<file path="src/rtl/voltage_to_multiplexed_seven_segment_unit_defines.svh">
// Assertion macros shared by the display driver RTL.
`ifndef VOLTAGE_TO_MULTIPLEXED_SEVEN_SEGMENT_UNIT_DEFINES_SVH
`define VOLTAGE_TO_MULTIPLEXED_SEVEN_SEGMENT_UNIT_DEFINES_SVH

// Same-cycle implication.
`define VMSS_ASSERT_NOW(label, clk, rst_n, ante, cons, msg) \
  label: assert property (@(posedge clk) disable iff (!rst_n) (ante) |-> (cons)) \
    else $error(msg);

// Next-cycle implication.
`define VMSS_ASSERT_NEXT(label, clk, rst_n, ante, cons, msg) \
  label: assert property (@(posedge clk) disable iff (!rst_n) (ante) |=> (cons)) \
    else $error(msg);

`endif

</file>
<file path="src/rtl/vmss_pkg.sv">
// Shared constants, types and segment decode for the seven-segment voltmeter driver.
`default_nettype none

package vmss_pkg;

  localparam int REF_W           = 14;
  localparam int SAMPLE_BITS_DEF = 12;
  localparam int VALUE_W         = 11;  // scaled value stays below 1639
  localparam int HUND_W          = 5;
  localparam int REM_W           = 7;
  localparam int DIGIT_W         = 4;
  localparam int SEG_W           = 7;
  localparam int DRIVE_W         = 8;
  localparam int EN_W            = 4;

  localparam logic CMD_SAMPLE = 1'b0;
  localparam logic CMD_TICK   = 1'b1;

  // Reciprocal constants: x/10, x/100 by multiply and shift, exact over the used ranges.
  localparam int              RECIP_10_W       = 16;
  localparam logic [15:0]     RECIP_10         = 16'd52429;
  localparam int              RECIP_10_SHIFT   = 19;
  localparam int              RECIP_100_W      = 13;
  localparam logic [12:0]     RECIP_100        = 13'd5243;
  localparam int              RECIP_100_SHIFT  = 19;
  localparam int              RECIP_10S_W      = 8;
  localparam logic [7:0]      RECIP_10S        = 8'd205;
  localparam int              RECIP_10S_SHIFT  = 11;

  localparam logic [REF_W-1:0]   REF_RESET       = 14'd3300;
  localparam logic [SEG_W-1:0]   SEG_ZERO        = 7'h7E;
  localparam logic [DRIVE_W-1:0] DRIVE_RESET     = 8'hC8;
  localparam logic [EN_W-1:0]    EN_HUND         = 4'hC;
  localparam logic [EN_W-1:0]    EN_TENS         = 4'hA;
  localparam logic [EN_W-1:0]    EN_ONES         = 4'h6;

  typedef struct packed {
    logic               cmd;
    logic [VALUE_W-1:0] value;
  } value_stage_t;

  typedef struct packed {
    logic              cmd;
    logic [HUND_W-1:0] hund;
    logic [REM_W-1:0]  rem;
  } split_stage_t;

  function automatic logic [SEG_W-1:0] seg_pattern(input logic [DIGIT_W-1:0] digit);
    logic [SEG_W-1:0] pat;
    unique case (digit)
      4'd0:    pat = 7'h7E;
      4'd1:    pat = 7'h48;
      4'd2:    pat = 7'h3D;
      4'd3:    pat = 7'h6D;
      4'd4:    pat = 7'h4B;
      4'd5:    pat = 7'h67;
      4'd6:    pat = 7'h77;
      4'd7:    pat = 7'h4C;
      4'd8:    pat = 7'h7F;
      4'd9:    pat = 7'h6F;
      default: pat = SEG_ZERO;
    endcase
    return pat;
  endfunction

endpackage

`default_nettype wire

</file>
<file path="src/rtl/voltage_to_multiplexed_seven_segment_unit.sv">
// Three-digit voltmeter display driver: scan sequencer over a scaled converter sample.
// Usage:
//   Input channel (in_valid_i / in_stall_o) carries command_i and sample_i. A command of
//   0 loads a converter sample; it is scaled by the reference millivolts to units of
//   10 mV and its three digit patterns are stored. A command of 1 is a scan tick that
//   steps the display through hundreds (decimal point on), tens and ones.
//   Output channel (out_valid_o / out_stall_i) returns one transaction per input
//   transaction: segment_drive_o and active-low digit_enable_n_o after that item.
//   out_valid_o rises once the transaction has passed the multiply, reciprocal divide,
//   digit split and scan output registers; one item per cycle is taken sustained while
//   out_stall_i does not hold the output.
//   When the output transaction is stalled the whole pipeline holds and in_stall_o rises.
//   cfg_we_i writes cfg_wdata_i into the reference register; write only while idle.
//   Reset: reference 3300 mV, all digits show 0, drive 0xC8 / 0x6, scan at hundreds.
`default_nettype none

module voltage_to_multiplexed_seven_segment_unit #(
  parameter int SAMPLE_BITS = vmss_pkg::SAMPLE_BITS_DEF
) (
  input  wire logic                         clk_i,
  input  wire logic                         rst_ni,
  input  wire logic                         cfg_we_i,
  input  wire logic [vmss_pkg::REF_W-1:0]   cfg_wdata_i,
  input  wire logic                         in_valid_i,
  output logic                              in_stall_o,
  input  wire logic                         command_i,
  input  wire logic [SAMPLE_BITS-1:0]       sample_i,
  output logic                              out_valid_o,
  input  wire logic                         out_stall_i,
  output logic [vmss_pkg::DRIVE_W-1:0]      segment_drive_o,
  output logic [vmss_pkg::EN_W-1:0]         digit_enable_n_o
);

  logic [vmss_pkg::REF_W-1:0] ref_q;
  logic                       adv;
  logic                       val_valid;
  vmss_pkg::value_stage_t     val_stage;
  logic                       split_valid;
  vmss_pkg::split_stage_t     split_stage;

  always_ff @(posedge clk_i or negedge rst_ni) begin
    if (!rst_ni) begin
      ref_q <= vmss_pkg::REF_RESET;
    end else if (cfg_we_i) begin
      ref_q <= cfg_wdata_i;
    end
  end

  // pipeline moves whenever the output slot is empty or being taken
  assign adv        = !out_valid_o || !out_stall_i;
  assign in_stall_o = !adv;

  vmss_scale #(
    .SAMPLE_BITS(SAMPLE_BITS)
  ) u_scale (
    .clk_i     (clk_i),
    .rst_ni    (rst_ni),
    .adv_i     (adv),
    .valid_i   (in_valid_i),
    .command_i (command_i),
    .sample_i  (sample_i),
    .ref_i     (ref_q),
    .valid_o   (val_valid),
    .stage_o   (val_stage)
  );

  vmss_digits u_digits (
    .clk_i   (clk_i),
    .rst_ni  (rst_ni),
    .adv_i   (adv),
    .valid_i (val_valid),
    .stage_i (val_stage),
    .valid_o (split_valid),
    .stage_o (split_stage)
  );

  vmss_scan u_scan (
    .clk_i            (clk_i),
    .rst_ni           (rst_ni),
    .adv_i            (adv),
    .valid_i          (split_valid),
    .stage_i          (split_stage),
    .out_valid_o      (out_valid_o),
    .segment_drive_o  (segment_drive_o),
    .digit_enable_n_o (digit_enable_n_o)
  );

endmodule

`default_nettype wire

</file>
<file path="src/rtl/vmss_scale.sv">
// Scaling stages: sample times reference, then divide by 10 * 2^SAMPLE_BITS.
`default_nettype none

module vmss_scale #(
  parameter int SAMPLE_BITS = vmss_pkg::SAMPLE_BITS_DEF
) (
  input  wire logic                         clk_i,
  input  wire logic                         rst_ni,
  input  wire logic                         adv_i,
  input  wire logic                         valid_i,
  input  wire logic                         command_i,
  input  wire logic [SAMPLE_BITS-1:0]       sample_i,
  input  wire logic [vmss_pkg::REF_W-1:0]   ref_i,
  output logic                              valid_o,
  output vmss_pkg::value_stage_t            stage_o
);

  localparam int PROD_W = SAMPLE_BITS + vmss_pkg::REF_W;
  localparam int QUOT_W = vmss_pkg::REF_W + vmss_pkg::RECIP_10_W;

  logic              prod_valid_q;
  logic              prod_cmd_q;
  logic [PROD_W-1:0] prod_q;
  logic [PROD_W-1:0] prod_d;
  logic [vmss_pkg::REF_W-1:0] scaled;
  logic [QUOT_W-1:0] quot_full;
  logic              val_valid_q;
  vmss_pkg::value_stage_t val_q;
  vmss_pkg::value_stage_t val_d;

  assign prod_d = PROD_W'(sample_i) * PROD_W'(ref_i);

  // floor(floor(P / 10) / 2^N) == floor((P >> N) / 10)
  assign scaled    = prod_q[SAMPLE_BITS +: vmss_pkg::REF_W];
  assign quot_full = QUOT_W'(scaled) * QUOT_W'(vmss_pkg::RECIP_10);

  always_comb begin
    val_d.cmd   = prod_cmd_q;
    val_d.value = quot_full[vmss_pkg::RECIP_10_SHIFT +: vmss_pkg::VALUE_W];
  end

  always_ff @(posedge clk_i or negedge rst_ni) begin
    if (!rst_ni) begin
      prod_valid_q <= 1'b0;
      val_valid_q  <= 1'b0;
    end else if (adv_i) begin
      prod_valid_q <= valid_i;
      val_valid_q  <= prod_valid_q;
    end
  end

  always_ff @(posedge clk_i) begin
    if (adv_i) begin
      prod_cmd_q <= command_i;
      prod_q     <= prod_d;
      val_q      <= val_d;
    end
  end

  assign valid_o = val_valid_q;
  assign stage_o = val_q;

endmodule

`default_nettype wire

</file>
<file path="src/rtl/vmss_digits.sv">
// Digit split stage: hundreds digit and the remainder below one hundred.
`default_nettype none

module vmss_digits (
  input  wire logic                   clk_i,
  input  wire logic                   rst_ni,
  input  wire logic                   adv_i,
  input  wire logic                   valid_i,
  input  wire vmss_pkg::value_stage_t stage_i,
  output logic                        valid_o,
  output vmss_pkg::split_stage_t      stage_o
);

  localparam int HPROD_W = vmss_pkg::VALUE_W + vmss_pkg::RECIP_100_W;

  logic [HPROD_W-1:0]           hund_full;
  logic [vmss_pkg::HUND_W-1:0]  hund;
  logic [vmss_pkg::VALUE_W-1:0] hund_x100;
  logic [vmss_pkg::VALUE_W-1:0] rem_full;
  logic                         split_valid_q;
  vmss_pkg::split_stage_t       split_q;
  vmss_pkg::split_stage_t       split_d;

  assign hund_full = HPROD_W'(stage_i.value) * HPROD_W'(vmss_pkg::RECIP_100);
  assign hund      = hund_full[vmss_pkg::RECIP_100_SHIFT +: vmss_pkg::HUND_W];
  assign hund_x100 = vmss_pkg::VALUE_W'(hund) * vmss_pkg::VALUE_W'(100);
  assign rem_full  = stage_i.value - hund_x100;

  always_comb begin
    split_d.cmd  = stage_i.cmd;
    split_d.hund = hund;
    split_d.rem  = rem_full[vmss_pkg::REM_W-1:0];
  end

  always_ff @(posedge clk_i or negedge rst_ni) begin
    if (!rst_ni) begin
      split_valid_q <= 1'b0;
    end else if (adv_i) begin
      split_valid_q <= valid_i;
    end
  end

  always_ff @(posedge clk_i) begin
    if (adv_i) begin
      split_q <= split_d;
    end
  end

  assign valid_o = split_valid_q;
  assign stage_o = split_q;

endmodule

`default_nettype wire

</file>
<file path="src/rtl/vmss_scan.sv">
// Final stage: digit pattern store, scan sequencer and the output drive registers.
`default_nettype none
`include "voltage_to_multiplexed_seven_segment_unit_defines.svh"

module vmss_scan (
  input  wire logic                           clk_i,
  input  wire logic                           rst_ni,
  input  wire logic                           adv_i,
  input  wire logic                           valid_i,
  input  wire vmss_pkg::split_stage_t         stage_i,
  output logic                                out_valid_o,
  output logic [vmss_pkg::DRIVE_W-1:0]        segment_drive_o,
  output logic [vmss_pkg::EN_W-1:0]           digit_enable_n_o
);

  typedef enum logic [1:0] {
    POS_HUND = 2'd0,
    POS_TENS = 2'd1,
    POS_ONES = 2'd2
  } scan_pos_e;

  localparam int TPROD_W = vmss_pkg::REM_W + vmss_pkg::RECIP_10S_W;

  logic [TPROD_W-1:0]              tens_full;
  logic [vmss_pkg::DIGIT_W-1:0]    tens;
  logic [vmss_pkg::REM_W-1:0]      tens_x10;
  logic [vmss_pkg::REM_W-1:0]      ones_full;
  logic [vmss_pkg::DIGIT_W-1:0]    ones;

  scan_pos_e                       pos_q;
  logic [vmss_pkg::SEG_W-1:0]      hund_pat_q;
  logic [vmss_pkg::SEG_W-1:0]      tens_pat_q;
  logic [vmss_pkg::SEG_W-1:0]      ones_pat_q;
  logic [vmss_pkg::DRIVE_W-1:0]    seg_q;
  logic [vmss_pkg::EN_W-1:0]       en_q;
  logic                            out_valid_q;

  assign tens_full = TPROD_W'(stage_i.rem) * TPROD_W'(vmss_pkg::RECIP_10S);
  assign tens      = tens_full[vmss_pkg::RECIP_10S_SHIFT +: vmss_pkg::DIGIT_W];
  assign tens_x10  = vmss_pkg::REM_W'(tens) * vmss_pkg::REM_W'(10);
  assign ones_full = stage_i.rem - tens_x10;
  assign ones      = ones_full[vmss_pkg::DIGIT_W-1:0];

  always_ff @(posedge clk_i or negedge rst_ni) begin
    if (!rst_ni) begin
      pos_q       <= POS_HUND;
      hund_pat_q  <= vmss_pkg::SEG_ZERO;
      tens_pat_q  <= vmss_pkg::SEG_ZERO;
      ones_pat_q  <= vmss_pkg::SEG_ZERO;
      seg_q       <= vmss_pkg::DRIVE_RESET;
      en_q        <= vmss_pkg::EN_ONES;
      out_valid_q <= 1'b0;
    end else if (adv_i) begin
      out_valid_q <= valid_i;
      if (valid_i) begin
        if (stage_i.cmd == vmss_pkg::CMD_SAMPLE) begin
          // hundreds can exceed nine only with an out-of-range reference
          if (stage_i.hund < vmss_pkg::HUND_W'(10)) begin
            hund_pat_q <= vmss_pkg::seg_pattern(stage_i.hund[vmss_pkg::DIGIT_W-1:0]);
          end
          tens_pat_q <= vmss_pkg::seg_pattern(tens);
          ones_pat_q <= vmss_pkg::seg_pattern(ones);
        end else begin
          unique case (pos_q)
            POS_HUND: begin
              en_q  <= vmss_pkg::EN_HUND;
              seg_q <= {1'b1, hund_pat_q};
              pos_q <= POS_TENS;
            end
            POS_TENS: begin
              en_q  <= vmss_pkg::EN_TENS;
              seg_q <= {1'b0, tens_pat_q};
              pos_q <= POS_ONES;
            end
            POS_ONES: begin
              en_q  <= vmss_pkg::EN_ONES;
              seg_q <= {1'b0, ones_pat_q};
              pos_q <= POS_HUND;
            end
            default: begin
            end
          endcase
        end
      end
    end
  end

  assign out_valid_o      = out_valid_q;
  assign segment_drive_o  = seg_q;
  assign digit_enable_n_o = en_q;

  `VMSS_ASSERT_NEXT(a_sample_keeps_drive, clk_i, rst_ni,
    adv_i && valid_i && stage_i.cmd == vmss_pkg::CMD_SAMPLE,
    $stable(seg_q) && $stable(en_q), "sample transaction changed the drive")
  `VMSS_ASSERT_NEXT(a_hund_has_dp, clk_i, rst_ni,
    adv_i && valid_i && stage_i.cmd == vmss_pkg::CMD_TICK && pos_q == POS_HUND,
    seg_q[vmss_pkg::DRIVE_W-1] && en_q == vmss_pkg::EN_HUND, "hundreds drive wrong")
  `VMSS_ASSERT_NOW(a_pos_matches_enable, clk_i, rst_ni, 1'b1,
    ((pos_q == POS_HUND) == (en_q == vmss_pkg::EN_ONES)) &&
    ((pos_q == POS_TENS) == (en_q == vmss_pkg::EN_HUND)) &&
    ((pos_q == POS_ONES) == (en_q == vmss_pkg::EN_TENS)), "scan position out of step")

endmodule

`default_nettype wire
</file>
<file path="config.mk">
export PLATFORM = sky130hd
export DESIGN_NAME = voltage_to_multiplexed_seven_segment_unit
export DESIGN_NICKNAME = d
export VERILOG_FILES = /design/src/rtl/vmss_pkg.sv /design/src/rtl/voltage_to_multiplexed_seven_segment_unit.sv /design/src/rtl/vmss_scale.sv /design/src/rtl/vmss_digits.sv /design/src/rtl/vmss_scan.sv
export VERILOG_INCLUDE_DIRS = /design/src /design/src/rtl
export SDC_FILE = /design/constraint.sdc
export NUM_CORES = 1
export LEC_CHECK = 0
export BUFFER_PORTS_ARGS = -buffer_cell sky130_fd_sc_hd__buf_2
export CELL_PAD_IN_SITES_DETAIL_PLACEMENT = 0
export CELL_PAD_IN_SITES_GLOBAL_PLACEMENT = 1
export CORE_UTILIZATION = 35
export CTS_BUF_LIST = sky130_fd_sc_hd__clkbuf_16
export DETAILED_ROUTE_END_ITERATION = 12
export PLACE_DENSITY_LB_ADDON = 0.1
export SETUP_SLACK_MARGIN = 0.1
export SYNTH_ARGS = -nofsm -noshare
export SYNTH_HDL_FRONTEND = slang
export SYNTH_SLANG_ARGS = --single-unit
</file>
<file path="constraint.sdc">
create_clock -name clk_i -period 16.88 [get_ports clk_i]
set_input_delay 1.688 -clock clk_i [delete_from_list [all_inputs] [get_ports clk_i]]
set_output_delay 1.688 -clock clk_i [all_outputs]
set_load 0.01 [all_outputs]
</file>
# Word level (Yosys, flattened, before mapping)
# Memory sizes are Yosys's and may differ from the RTL's. A register that Yosys moved wholly into a read port is not among the register bits.
# Index checks and enable logic that the tools add are counted.
# totals
reg_bits	84
input_bits	32
n_memories	3
out_inout_bits	14
mem_bits_ro	336
word_cells	45
# classes
n_addsub	2
eq_ne	2
reduce_logical	12
n_lt_le_gt_ge	1
mux	3
n_bitwise	1
mul	6
# memory_table
name	depth	word_bits	rd	rd_clocked_by_memory_dff	wr	line	source
(name not given)	16	7	1	1	0	vmss_pkg.sv:50	unique case (digit)
(name not given)	16	7	1	1	0	vmss_pkg.sv:50	
(name not given)	16	7	1	1	0	vmss_pkg.sv:50	
# op_table
operator	count
14-bit by 16-bit multiplier with 30-bit output, second input constant	1
12-bit by 14-bit multiplier with 26-bit output	1
11-bit by 13-bit multiplier with 24-bit output, second input constant	1
8-bit case mux with 3 select lines	1
7-bit by 8-bit multiplier with 15-bit output, second input constant	1
4-bit case mux with 3 select lines	1
4-bit AND reduction	2
7-bit subtractor	1
1-bit zero test	6
2-bit case mux with 3 select lines	1
5-bit by 4-bit less-than comparator with 1-bit output, second input constant	1
5-bit by 4-bit multiplier with 5-bit output, second input constant	1
4-bit by 3-bit multiplier with 3-bit output, second input constant	1
4-bit subtractor	1
3-bit AND reduction	1
3-bit nonzero test	1
2-bit by 1-bit equality test with 1-bit output, second input constant	1
2-bit equality test, second input constant	1
2-bit zero test	1
1-bit logical OR	1
1-bit inverter	1

# Longest topological paths before layout
# logic_depth
ltp_word	3
depth_mapped	25
depth_no_buf	25

# Modules after synthesis
# From an unflattened synthesis, not the netlist that was laid out.
# unflattened
cells_unflattened	1614
hier_area_um2	15884.0
# modules_own_cells
mod	n_inst	cells_per_inst	area_each_um2	seq_area_each_um2
vmss_scale	1	978	9316.4	860.8
vmss_digits	1	290	3035.4	415.4
vmss_scan	1	315	2995.4	904.6
voltage_to_multiplexed_seven_segment_unit	1	31	536.8	357.8

# Least setup slack after synthesis
# No wires, ideal clock.
# synth_path
kind	input port to flip-flop
from	input sample_i[11]
to	register u_scale.prod_q[24] (data pin)
setup_slack_ns	9.998
stages	19
path_buffers	1
setup_time_ns	0.262
required_ns	16.618
arrival_time_ns	6.620
path_cell_list	clkbuf_1 > nand2_1 > fa_1 > inv_1 > fa_1 > inv_1 > fa_1 > fa_1 > fa_1 > inv_1 > ha_1 > a21o_1 > a221oi_1 > nand3_1 > o211ai_1 > a21oi_1 > o41ai_2 > o21bai_1 > xor2_1
# synth_between
elab_chain_cells	1
# synth_rtl
element	line	source
from (decl)	voltage_to_multiplexed_seven_segment_unit.sv:27	input wire logic [SAMPLE_BITS-1:0] sample_i,
12-bit by 14-bit multiplier with 26-bit output	vmss_scale.sv:31	assign prod_d = PROD_W'(sample_i) * PROD_W'(ref_i);
named net u_scale.prod_d[24]	vmss_scale.sv:24	logic [PROD_W-1:0] prod_d;
to (signal assigned)	vmss_scale.sv:55	prod_q <= prod_d;
to (decl)	vmss_scale.sv:23	logic [PROD_W-1:0] prod_q;
# The timed path passes the listed nets, and every way through them passes these cells.
# A chain may end at the register's enable or synchronous reset.

# Final worst setup path
# Same ends and word-level chain as after synthesis.

==> run_results.csv <==
group,metric,value,unit
outcome,status,"completed",
setup_path,worst_setup_path_end_kind,"flip-flop",
logic_synthesis,most_common_cell_in_the_netlist,"inv_1",
global_route,use_met1,21.2,%
clock_tree,clock_insertion_delay_worst_skew,0.35,ns
place,gp_routability_congestion,0.772,
cells_and_area,synth_to_layout_area_growth,7.12,%
setup_path,cp_max_fanout,14,
cells_and_area,final-instance-count-excl-fill,2128,
floorplanning,floorplan.core_area,0.0432,sq mm
floorplanning,top_level_ports,46,
setup_path,register_to_register_setup_slack,10.17,ns
clock_tree,ctsRootBufferMaster,"clkbuf_16",
setup_path,critical_path.startpoint_type,"input pin",
sta,period_needed,6.89,ns
global_route,grt_antenna_before_repair,0,
setup_path,worstPathBufferInverterCount,4,
clock_tree,post_cts_hold_buffer_count,0,
setup_path,max_stage_delay,0.56,ns
setup_path,crit_arrival,6.99,ns
cells_and_area,drive_above_1_share,8.04,%
logic_synthesis,synth_enable_flop_cells,40,
sta,min_period_over_period,40.8,%
clock_tree,cts_resized,0,
floorplanning,row_count,76,
global_route,grt.busiest_layer,"met2",
sta,setup_tns,0,ns
cells_and_area,nets,2095,
sta,timing.clock.skew,0.00999,ns
drt,vias,9998,
clock_tree,h-tree-depth,3,
logic_synthesis,synth_seq_area_share,16.5,%
logic_synthesis,netlist.area_leader.share,29.1,%
global_route,grtUsageTotal,15.8,%
logic_synthesis,synth.largest_area_cell,"fa_1",
logic_synthesis,post_synth_main_area_contributors,"fa_1, ha_1, inv_1",
setup_path,cp_slowest_cell,"fa_1",
clock_tree,number_of_cts_inserted_buffers,9,
logic_synthesis,synth_async_sr_flop_share,56.5,%
sta,grt_setup_unrepaired,"false",
floorplanning,initial_core_util,35.6,%
logic_synthesis,syn_avg_cell_area,10.1,sq um
clock_tree,cts.clk_slew.worst_paths,0.07,ns
setup_path,worst-path-stages,19,
clock_tree,clock_tree.buffer_depth,2,
sta,finalSetupViolations,0,
setup_path,worstPathRequired,16.98,ns
logic_synthesis,synth_top_flop_cell,"edfxtp_1",
clock_tree,clkSinkCount,92,
sta,relSlewSlack,37.9,%
global_route,global_route_wire_length_before_repair,55200,microns
sta,finalMaxSlewViolations,0,
drt,avgRoutedWirePerCell,15.5,microns
logic_synthesis,syn-instance-count,1520,
floorplanning,die_h,211,microns
sta,clock.fmax,145,MHz
setup_path,timing.critical_path.cells,"buf_2 > nand2_1 > fa_1 > inv_1 > fa_1 > inv_1 > fa_1 > fa_1 > fa_1 > inv_1 > ha_1 > a21o_1 > a221oi_1 > nand3_1 > o211ai_1 > a21oi_1 > o41ai_2 > o21bai_1 > xor2_1",
clock_tree,cts.repair_timing.setup_buffer_count,0,
logic_synthesis,synthesis.area,0.0154,sq mm
drt,drc,0,
logic_synthesis,synth_commonest_cells,"inv_1, ha_1, fa_1",
global_route,grt_total_ovfl,0,
logic_synthesis,mappedNetlistNets,2077,
logic_synthesis,post_synth_num_cell_types,63,
floorplanning,total_die_area,0.0447,sq mm
drt,drt.antenna.violating_nets,0,
logic_synthesis,ys.warnings.count,0,
setup_path,cell_type_with_the_highest_occurrence_count_on_the_critical_path,"fa_1",
drt,first_iter_violations,364,
logic_synthesis,synth-seq-cells,92,
setup_path,worst-setup-path-type,"input pin to flip-flop",
global_route,grt_start_max_net_pins,53,
sta,hold_viol_final,0,
drt,dr.pass1.iters,4,
setup_path,timing.critical_path.max_delay_family,"adder cells",
floorplanning,die_width,211,microns
run,max_cap_violations,0,
global_route,groute.layer.met2.usage,27.9,%
clock_tree,cts_tree,"built",
global_route,global_route.usage.met3,1.69,%
drt,drt-vias-per-instance,4.70,
worst_hold_path,whs_path_depth,0,
setup_path,worstRegToRegCells,23,
place,numPortBuffers,44,
place,place.detailed.instances,2112,
worst_hold_path,holdCritPathClass,"flip-flop to flip-flop",
place,sum_of_net_half_perimeters_after_detailed_placement,27900,microns
sta,worst_slew_pin_slew,0.925,ns
global_route,first_global_vias,10500,
drt,finalWirelength,32900,microns
cells_and_area,ant_diodes,0,
## layer usage
| layer | vias to the layer above | part of all wire (%) |
|---|---|---|
| met5 | - | 0 |
| met4 | 0 | 0.74 |
| met3 | 11 | 1.8 |
| met2 | 70 | 50 |
| met1 | 5019 | 47 |
| li1 | 4898 | - |
## stage by stage
step	utilization, %	setup WS (ns)	instance area (sq um)	hold WS [ns]
after floorplan	-	10.0	15400	0.400
after global placement	37.5	9.65	16200	0.400
after detailed placement	37.5	9.62	16200	0.413
after CTS	38.1	9.99	16500	0.423
after global routing	38.1	9.65	16500	0.441
final	38.1	9.99	16500	0.414
## worst paths after layout
path                                      from                        end
setup / recovery                  sample_i[11]         u_scale.prod_q[24]
hold / removal             u_scale.stage_o[11]       u_digits.stage_o[12]
setup reg to reg            u_scale.stage_o[3]        u_digits.stage_o[6]
hold reg to reg            u_scale.stage_o[11]       u_digits.stage_o[12]
max in group asynchronous               rst_ni                   ref_q[4]
min in group asynchronous               rst_ni  u_scan.segment_drive_o[4]
## final cells by class
class	instances	area, sq um
clock inverter	7	45.0
inverter	325	1220
fill	4367	26700
sequential	92	2540
multi-input combinational	1063	11400
timing repair buffer	47	243
clock buffer	9	225
tap	585	732
## kinds of logic (layout without fill, tap and decap cells)
| family | count (synthesis) | count (layout) | synth area share [%] |
|---|---|---|---|
| other | 1 | 1 | 0.0244 |
| AO/OA/AOI/OAI | 152 | 152 | 6.75 |
| XOR/XNOR | 45 | 45 | 2.71 |
| multiplexers | 21 | 21 | 1.53 |
| adder cells (fa/ha/maj) | 525 | 525 | 53.7 |
| buffers and inverters | 365 | 388 | 8.95 |
| AND/OR/NAND/NOR | 319 | 319 | 9.83 |
| flip-flops | 92 | 92 | 16.5 |
## flip-flops by register name, summed over array words and instances, names as in the netlist
register,flops
u_scan.pos_q,2
ref_q,14
u_scale.prod_cmd_q,1
u_digits.valid_o,1
u_scale.prod_valid_q,1
u_scale.stage_o,12
u_digits.stage_o,13
u_scan.tens_pat_q,7
u_scan.hund_pat_q,7
u_scale.prod_q,14
u_scan.ones_pat_q,7
u_scan.out_valid_o,1
u_scale.valid_o,1
u_scan.digit_enable_n_o,3
u_scan.segment_drive_o,8
## layout by cell type, fill, tap and decap left out, drive strengths merged, types with 5 or more instances in the layout
master / netlist / routed
and3: 5 / 5
or2: 5 / 5
buf: 3 / 47
and2: 64 / 64
xor2: 19 / 19
xnor2: 26 / 26
edfxtp: 40 / 40
a22oi: 7 / 7
nor3: 17 / 17
nor2b: 5 / 5
o211ai: 5 / 5
dfstp: 29 / 29
clkbuf: 37 / 9
a21o: 14 / 14
or3: 5 / 5
nand3: 13 / 13
inv: 325 / 329
dfrtp: 23 / 23
mux2: 20 / 20
a211oi: 7 / 7
nand2: 143 / 143
fa: 223 / 223
nor2: 45 / 45
a31oi: 9 / 9
nand4: 5 / 5
a21oi: 35 / 35
ha: 302 / 302
o21a: 9 / 9
o21ai: 28 / 28
nand2b: 5 / 5
## worst register-to-register path, cell delays in order (launching register included)
cell,delay (ns)
edfxtp_1,0.59
fa_1,0.55
fa_1,0.55
inv_1,0.05
fa_1,0.49
fa_1,0.49
inv_1,0.05
ha_1,0.26
ha_1,0.31
a211oi_1,0.34
nand2_1,0.10
o41ai_1,0.49
o22ai_1,0.30
a21oi_1,0.28
nor2b_1,0.07
nor2_1,0.17
xor2_1,0.20
ha_1,0.29
a21o_1,0.17
a21oi_1,0.16
xnor2_1,0.15
xnor2_1,0.10
xnor2_1,0.15
xnor2_1,0.14
Power is left out: the tool's default activity adds up to more than one toggle a clock period on the data nets, which glitch-free logic cannot reach.
